<file path="config.mk">
export PLATFORM = sky130hd
export DESIGN_NAME = sorted_priority_queue
export DESIGN_NICKNAME = d
export VERILOG_FILES = /design/src/rtl/spq_pkg.sv /design/src/rtl/spq_ctrl.sv /design/src/rtl/spq_datapath.sv /design/src/rtl/sorted_priority_queue.sv
export VERILOG_INCLUDE_DIRS = /design/src /design/src/rtl
export SDC_FILE = /design/constraint.sdc
export NUM_CORES = 2
export LEC_CHECK = 0
export ABC_AREA = 1
export BUFFER_PORTS_ARGS = -buffer_cell sky130_fd_sc_hd__buf_2
export CELL_PAD_IN_SITES_DETAIL_PLACEMENT = 2
export CELL_PAD_IN_SITES_GLOBAL_PLACEMENT = 2
export CORE_AREA = 5 5 355 357
export CTS_CLUSTER_DIAMETER = 80
export DETAILED_ROUTE_END_ITERATION = 12
export DIE_AREA = 0 0 360 362
export PLACE_DENSITY = 0.86
export SLEW_MARGIN = 20
export SYNTH_ARGS = -nofsm -noshare
export SYNTH_HDL_FRONTEND = slang
export SYNTH_SLANG_ARGS = --single-unit
</file>
<file path="constraint.sdc">
create_clock -name clk -period 5.15 [get_ports clk]
set_input_delay 1.03 -clock clk [delete_from_list [all_inputs] [get_ports clk]]
set_output_delay 1.03 -clock clk [all_outputs]
set_load 0.005 [all_outputs]
</file>
<file path="src/rtl/assert_macros.svh">
// Assertion macros shared by the sorted priority queue RTL.
`ifndef ASSERT_MACROS_SVH
`define ASSERT_MACROS_SVH

// Property that must hold at every clock edge outside reset.
`define SPQ_ASSERT(name, clk, rst_n, expr, msg) \
    name: assert property (@(posedge clk) disable iff (!rst_n) (expr)) else $error(msg);

// Property whose consequent must hold in the cycle after the antecedent.
`define SPQ_ASSERT_NEXT(name, clk, rst_n, ante, cons, msg) \
    name: assert property (@(posedge clk) disable iff (!rst_n) (ante) |=> (cons)) \
        else $error(msg);

`endif

</file>
<file path="src/rtl/spq_pkg.sv">
// Shared types and constants of the sorted priority queue.
`default_nettype none

package spq_pkg;

    localparam int QUEUE_DEPTH = 16;
    localparam int CNT_W       = $clog2(QUEUE_DEPTH + 1);
    localparam int PRIO_W      = 8;
    localparam int TAG_W       = 32;
    localparam int OCC_W       = 5;

    typedef enum logic {
        MODE_ENQ = 1'b0,
        MODE_DEQ = 1'b1
    } mode_t;

    typedef enum logic [1:0] {
        STATUS_DONE  = 2'd0,
        STATUS_FULL  = 2'd1,
        STATUS_EMPTY = 2'd2
    } status_t;

    typedef enum logic {
        S_IDLE = 1'b0,
        S_EXEC = 1'b1
    } state_t;

    typedef struct packed {
        logic capture;
        logic execute;
    } spq_cmd_t;

endpackage

`default_nettype wire

</file>
<file path="src/rtl/spq_ctrl.sv">
// Controller state machine: sequences request capture, execution and result handoff.
`default_nettype none

module spq_ctrl (
    input  wire logic              clk,
    input  wire logic              rst_n,
    input  wire logic              in_valid,
    output logic                   in_ready,
    output logic                   out_valid,
    input  wire logic              out_ready,
    output spq_pkg::spq_cmd_t      cmd
);
    import spq_pkg::*;

    state_t state_reg;
    state_t state_next;
    logic   out_valid_reg;
    logic   out_valid_next;
    logic   out_free;

    // The result register can take a new result when empty or being drained.
    assign out_free = !out_valid_reg || out_ready;

    always_comb
    begin
        state_next = state_reg;
        case (state_reg)
            S_IDLE:
            begin
                if (in_valid)
                begin
                    state_next = S_EXEC;
                end
            end
            S_EXEC:
            begin
                if (out_free)
                begin
                    state_next = S_IDLE;
                end
            end
            default:
            begin
                state_next = S_IDLE;
            end
        endcase
    end

    always_comb
    begin
        cmd.capture    = 1'b0;
        cmd.execute    = 1'b0;
        in_ready       = 1'b0;
        out_valid_next = out_valid_reg && !out_ready;
        case (state_reg)
            S_IDLE:
            begin
                in_ready    = 1'b1;
                cmd.capture = in_valid;
            end
            S_EXEC:
            begin
                if (out_free)
                begin
                    cmd.execute    = 1'b1;
                    out_valid_next = 1'b1;
                end
            end
            default:
            begin
                in_ready = 1'b0;
            end
        endcase
    end

    always_ff @(posedge clk or negedge rst_n)
    begin
        if (!rst_n)
        begin
            state_reg     <= S_IDLE;
            out_valid_reg <= 1'b0;
        end
        else
        begin
            state_reg     <= state_next;
            out_valid_reg <= out_valid_next;
        end
    end

    assign out_valid = out_valid_reg;

endmodule

`default_nettype wire

</file>
<file path="src/rtl/spq_datapath.sv">
// Datapath: sorted entry cells with parallel compare-and-shift, request and result registers.
`default_nettype none

`include "assert_macros.svh"

module spq_datapath (
    input  wire logic                         clk,
    input  wire logic                         rst_n,
    input  wire spq_pkg::spq_cmd_t            cmd,
    input  wire logic                         mode,
    input  wire logic [spq_pkg::PRIO_W-1:0]   priority_req,
    input  wire logic [spq_pkg::TAG_W-1:0]    tag,
    output logic [1:0]                        status,
    output logic [spq_pkg::PRIO_W-1:0]        out_priority,
    output logic [spq_pkg::TAG_W-1:0]         out_tag,
    output logic [spq_pkg::OCC_W-1:0]         occupancy
);
    import spq_pkg::*;

    // Cell 0 holds the head whenever the queue is not empty; cells at or beyond the count hold stale data.
    logic [PRIO_W-1:0] pri_reg  [QUEUE_DEPTH];
    logic [PRIO_W-1:0] pri_next [QUEUE_DEPTH];
    logic [TAG_W-1:0]  tag_reg  [QUEUE_DEPTH];
    logic [TAG_W-1:0]  tag_next [QUEUE_DEPTH];
    logic [CNT_W-1:0]  count_reg;
    logic [CNT_W-1:0]  count_next;

    mode_t             mode_reg;
    logic [PRIO_W-1:0] in_pri_reg;
    logic [TAG_W-1:0]  in_tag_reg;

    status_t           status_reg;
    status_t           status_next;
    logic [PRIO_W-1:0] out_pri_reg;
    logic [PRIO_W-1:0] out_pri_next;
    logic [TAG_W-1:0]  out_tag_reg;
    logic [TAG_W-1:0]  out_tag_next;
    logic [CNT_W-1:0]  occ_reg;

    logic [QUEUE_DEPTH-1:0] ins;
    logic [PRIO_W-1:0]      up_pri [QUEUE_DEPTH];
    logic [TAG_W-1:0]       up_tag [QUEUE_DEPTH];
    logic                   is_full;
    logic                   is_empty;
    logic                   do_enq;
    logic                   do_deq;

    assign is_full  = (count_reg == CNT_W'(QUEUE_DEPTH));
    assign is_empty = (count_reg == '0);
    assign do_enq   = cmd.execute && (mode_reg == MODE_ENQ) && !is_full;
    assign do_deq   = cmd.execute && (mode_reg == MODE_DEQ) && !is_empty;

    // Because the cells are sorted, the insert mask is set from the insert
    // position up to the tail slot, so each cell looks at its neighbor only.
    always_comb
    begin
        for (int i = 0; i < QUEUE_DEPTH; i++)
        begin
            if (CNT_W'(i) < count_reg)
            begin
                ins[i] = (in_pri_reg > pri_reg[i]);
            end
            else
            begin
                ins[i] = (CNT_W'(i) == count_reg);
            end
        end
    end

    always_comb
    begin
        up_pri[0] = in_pri_reg;
        up_tag[0] = in_tag_reg;
        for (int i = 1; i < QUEUE_DEPTH; i++)
        begin
            up_pri[i] = ins[i-1] ? pri_reg[i-1] : in_pri_reg;
            up_tag[i] = ins[i-1] ? tag_reg[i-1] : in_tag_reg;
        end
    end

    always_comb
    begin
        for (int i = 0; i < QUEUE_DEPTH; i++)
        begin
            pri_next[i] = pri_reg[i];
            tag_next[i] = tag_reg[i];
            if (do_enq && ins[i])
            begin
                pri_next[i] = up_pri[i];
                tag_next[i] = up_tag[i];
            end
        end
        if (do_deq)
        begin
            for (int i = 0; i < QUEUE_DEPTH - 1; i++)
            begin
                pri_next[i] = pri_reg[i+1];
                tag_next[i] = tag_reg[i+1];
            end
        end
    end

    always_comb
    begin
        count_next   = count_reg;
        status_next  = STATUS_DONE;
        out_pri_next = '0;
        out_tag_next = '0;
        case (mode_reg)
            MODE_ENQ:
            begin
                if (is_full)
                begin
                    status_next = STATUS_FULL;
                end
                else
                begin
                    count_next = count_reg + CNT_W'(1);
                end
            end
            MODE_DEQ:
            begin
                if (is_empty)
                begin
                    status_next = STATUS_EMPTY;
                end
                else
                begin
                    count_next   = count_reg - CNT_W'(1);
                    out_pri_next = pri_reg[0];
                    out_tag_next = tag_reg[0];
                end
            end
            default:
            begin
                status_next = STATUS_DONE;
            end
        endcase
    end

    always_ff @(posedge clk or negedge rst_n)
    begin
        if (!rst_n)
        begin
            count_reg <= '0;
        end
        else if (cmd.execute)
        begin
            count_reg <= count_next;
        end
    end

    always_ff @(posedge clk)
    begin
        for (int i = 0; i < QUEUE_DEPTH; i++)
        begin
            pri_reg[i] <= pri_next[i];
            tag_reg[i] <= tag_next[i];
        end
        if (cmd.capture)
        begin
            mode_reg   <= mode_t'(mode);
            in_pri_reg <= priority_req;
            in_tag_reg <= tag;
        end
        if (cmd.execute)
        begin
            status_reg  <= status_next;
            out_pri_reg <= out_pri_next;
            out_tag_reg <= out_tag_next;
            occ_reg     <= count_next;
        end
    end

    assign status       = status_reg;
    assign out_priority = out_pri_reg;
    assign out_tag      = out_tag_reg;
    assign occupancy    = OCC_W'(occ_reg);

    `SPQ_ASSERT(a_count_bound, clk, rst_n, count_reg <= CNT_W'(QUEUE_DEPTH),
        "entry count exceeds queue depth")

    `SPQ_ASSERT(a_head_sorted, clk, rst_n,
        (count_reg < CNT_W'(2)) || (pri_reg[0] >= pri_reg[1]),
        "head entry has lower priority than the next entry")

    `SPQ_ASSERT_NEXT(a_enq_grows, clk, rst_n, do_enq,
        (count_reg == $past(count_reg) + CNT_W'(1)) && (status_reg == STATUS_DONE),
        "accepted enqueue did not add one entry")

    `SPQ_ASSERT_NEXT(a_empty_reject, clk, rst_n,
        cmd.execute && (mode_reg == MODE_DEQ) && is_empty,
        (status_reg == STATUS_EMPTY) && (count_reg == '0) && (out_tag_reg == '0),
        "dequeue on an empty queue was not rejected")

endmodule

`default_nettype wire

</file>
<file path="src/rtl/sorted_priority_queue.sv">
// Sorted priority queue: 16 entries, larger priority first, FIFO among equal priorities.
// The request is captured first, then executed into the registered result once that is free.
// A new request is taken only once the previous one has gone through capture and compare-and-shift.
// A request is taken while an earlier result still waits; execution stalls only if it does.
// Reset (asynchronous, active low) empties the queue and drops any pending result.
`default_nettype none

module sorted_priority_queue (
    input  wire logic                         clk,
    input  wire logic                         rst_n,
    input  wire logic                         in_valid,
    output logic                              in_ready,
    input  wire logic                         mode,
    input  wire logic [spq_pkg::PRIO_W-1:0]   priority_req,
    input  wire logic [spq_pkg::TAG_W-1:0]    tag,
    output logic                              out_valid,
    input  wire logic                         out_ready,
    output logic [1:0]                        status,
    output logic [spq_pkg::PRIO_W-1:0]        out_priority,
    output logic [spq_pkg::TAG_W-1:0]         out_tag,
    output logic [spq_pkg::OCC_W-1:0]         occupancy
);
    import spq_pkg::*;

    spq_cmd_t cmd;

    spq_ctrl u_ctrl (
        .clk       (clk),
        .rst_n     (rst_n),
        .in_valid  (in_valid),
        .in_ready  (in_ready),
        .out_valid (out_valid),
        .out_ready (out_ready),
        .cmd       (cmd)
    );

    spq_datapath u_datapath (
        .clk          (clk),
        .rst_n        (rst_n),
        .cmd          (cmd),
        .mode         (mode),
        .priority_req (priority_req),
        .tag          (tag),
        .status       (status),
        .out_priority (out_priority),
        .out_tag      (out_tag),
        .occupancy    (occupancy)
    );

endmodule

`default_nettype wire
</file>
==> results by group <==
Yosys
  • Netlist cell types: 31
  • Synth cell count leaders: nand2_1, nand3_1, edfxtp_1, inv_1, buf_2
  • Top-area cell type share of the netlist area: 51.4%
  • Synth Register Bits: 735
  • Syn avg cell area: 7.98 sq um
  • Number of synthesized flops with an enable pin: 728
  • Yosys warns: 0
  • Synth area leaders: edfxtp_1, nand2_1, nand3_1, inv_1, ha_1
  • Primary FF master, synth: edfxtp_1
  • Ys async rst share: 0.952%
  • Area leader, netlist: edfxtp_1
  • Top-count cell post-synth: nand2_1
  • Syn nets: 5502
  • Synth Cell Area: 42500 sq um
  • Post-synthesis sequential area ratio: 51.8%
  • Post-Syn Instances: 5324

Critical path
  • CP max stage cell: buf_12
  • Reg2reg setup slack: 1.10 ns
  • CP endpoint kind: flop
  • WP buf/inv: 3
  • CP cell instances: inv_1 > ha_1 > nand2_1 > nor2_2 > nand2_2 > nand2_2 > nor2_4 > buf_4 > buf_12 > nand2_1 > nand2_1
  • Reg2Reg Depth: 11
  • Capturing point of the worst reg2reg path: u_datapath.tag_reg[1][110]
  • CP Max Fanout: 237
  • WS Path Type: reg2reg
  • Worst path arrival time: 4.56 ns
  • Worst Setup Start Kind: flop
  • CP top delay family: buffers and inverters
  • Crit-path most repeated cell: nand2_1
  • R2r startpoint: u_datapath.count_reg[0]
  • CP peak stage delay: 0.76 ns
  • Worst endpoint required time: 5.66 ns

Clock tree
  • Longest Clk Path Bufs: 3
  • Clk Latency, worst-skew pair: 0.67 ns
  • CTS resizes: 0
  • # clock sinks: 735
  • H-tree Lvls: 3
  • CTS tree: built
  • CTS buffer count: 87
  • Root buf cell: clkbuf_16
  • # hold bufs at CTS: 0
  • CTS clk-pin slew, worst paths: 0.06 ns
  • Setup bufs post-CTS: 0

Drt
  • Initial DRC count: 2141
  • DRT antenna net count: 0
  • DR DRC count: 0
  • Wirelength per Cell: 19.6 um
  • Via density: 5.11
  • DR vias: 35400
  • First-pass DRT Iterations: 5
  • Final WL: 136 mm

STA
  • Worst slew pin tran: 1.11 ns
  • FMAX: 247 MHz
  • Fin. Hold Viols: 0
  • Fin crit period: 4.05 ns
  • Setup Total Neg Slack: 0 ns
  • Hold Slack: 0.260 ns
  • Final setup viols: 0
  • Skew final: 0.0237 ns
  • RSZ-0062 raised after global routing: false
  • Pins Over Slew Limit: 0
  • Final period util: 78.7%
  • Final worst-path setup slack: 1.10 ns
  • Rel. slew slack: 25.8%

Placed design
  • HPWL Detailed: 98.7 mm
  • DP Area: 44100 sq um
  • Pre-CTS setup slack: 1.21 ns
  • Port Buffer Count: 93
  • GP Congestion: 0.817

Pwr
  • Internal power: 0.0181 W
  • Peak VDD IR: 0.000322 V
  • Total Power: 0.0323 W
  • Clock Power Share: 18.4%
  • Sw Pwr: 0.0142 W
  • Switch share: 43.9%
  • Seq pwr share: 37.0%
  • Power density over the cells: 690 nW/um^2
  • Static Leak: 21.7 nW
  • Logic pwr share: 44.6%

Finish
  • Antenna Cells: 0
  • Area growth, synth to finish: 10.1%
  • NumNets Final: 5409
  • Max reg flops: 512
  • Fraction of layout cells with a size suffix above 1: 6.21%
  • Fin area: 46800 sq um

Die
  • Rows: 129
  • Die area: 130000 sq um
  • Number of top-level pins: 94
  • Die Y: 362 um
  • Core region area: 123000 sq um
  • Initial Util: 34.7%
  • Die width: 360 um

Flow run
  • Max-cap violations: 0

Status
  • Status: finished clean

Global route
  • Total GRT Usage: 20.4%
  • Overflow after GRT: 0
  • Initial antenna violation count: 1
  • Global-route wire length before repair: 221 mm
  • Vias in the first global route: 39100
  • Largest net degree at the start of global routing: 282

Hold path
  • Hold Crit Class: in2async
[routing by layer]
layer | global-route usage, % | share of wire (%) | vias to the layer above
li1 | - | - | 17100
met1 | 28.3 | 48 | 17700
met2 | 34.9 | 47 | 497
met3 | 2.57 | 3.1 | 142
met4 | 3.66 | 1.6 | 0
met5 | 0 | 0 | -
[worst max path at each step]
stage                                        start                          to  slack, ns  depth (start not counted)
after floorplan           u_datapath.in_pri_reg[0]   u_datapath.pri_reg[1][10]       0.84                          9
final                      u_datapath.count_reg[0]  u_datapath.tag_reg[1][110]       1.10                         11
after CTS                  u_datapath.count_reg[0]  u_datapath.tag_reg[1][171]       1.13                         11
after global routing       u_datapath.count_reg[0]  u_datapath.tag_reg[1][110]       0.84                         11
after detailed placement                 out_ready  u_datapath.tag_reg[1][118]       1.21                          9
after global placement                   out_ready  u_datapath.tag_reg[1][174]       1.38                          9
[cell usage in the layout, fill, tap and decap left out, drive strengths merged, types with 3 or more instances in the layout]
cell type / n
clkbuf: 101
o21ai: 70
ha: 133
nand3: 1180
nor3: 4
a21o: 3
nand4: 10
dfrtp: 7
nand2: 1988
bufinv: 5
edfxtp: 728
a31oi: 4
o21a: 10
clkinvlp: 3
inv: 669
nor2: 96
buf: 181
clkinv: 39
a21oi: 51
[power by group through the flow]
stage	Clock, W	Combinational (W)	Sequential [W]
after floorplan	0	0.0102	0.0115
after global placement	0	0.0131	0.0119
after detailed placement	0	0.0143	0.0120
after CTS	0.00608	0.0146	0.0119
after global routing	0.00637	0.0163	0.0122
final	0.00593	0.0144	0.0119
[through the flow]
| stage | instances | util, % |
|---|---|---|
| floorplan | 5324 | - |
| global placement | 6778 | 36.0 |
| detailed placement | 6778 | 36.0 |
| CTS | 6930 | 38.1 |
| global route | 6931 | 38.2 |
| finish | 6931 | 38.2 |
[logic make-up (layout without fill, tap and decap cells)]
kind of cell	Yosys count	count (layout)	synth area share (%)
fa+ha+maj	133	133	3.91
compound gates	144	144	1.82
flops	735	735	51.8
xor+xnor	4	4	0.0824
buf+inv	1028	998	9.75
simple gates	3280	3280	32.6
[cell type report]
type                    instances  area [sq um]
well taps                    1637          2050
inverters                     665          2500
repair buffers                181          1170
fillers                     14100         75800
clock inverters                51           377
flip-flops and latches        735         22000
multi-input cells            3561         16400
clock buffers                 101          2270
Note: power is estimated with default switching activity, not from simulation.
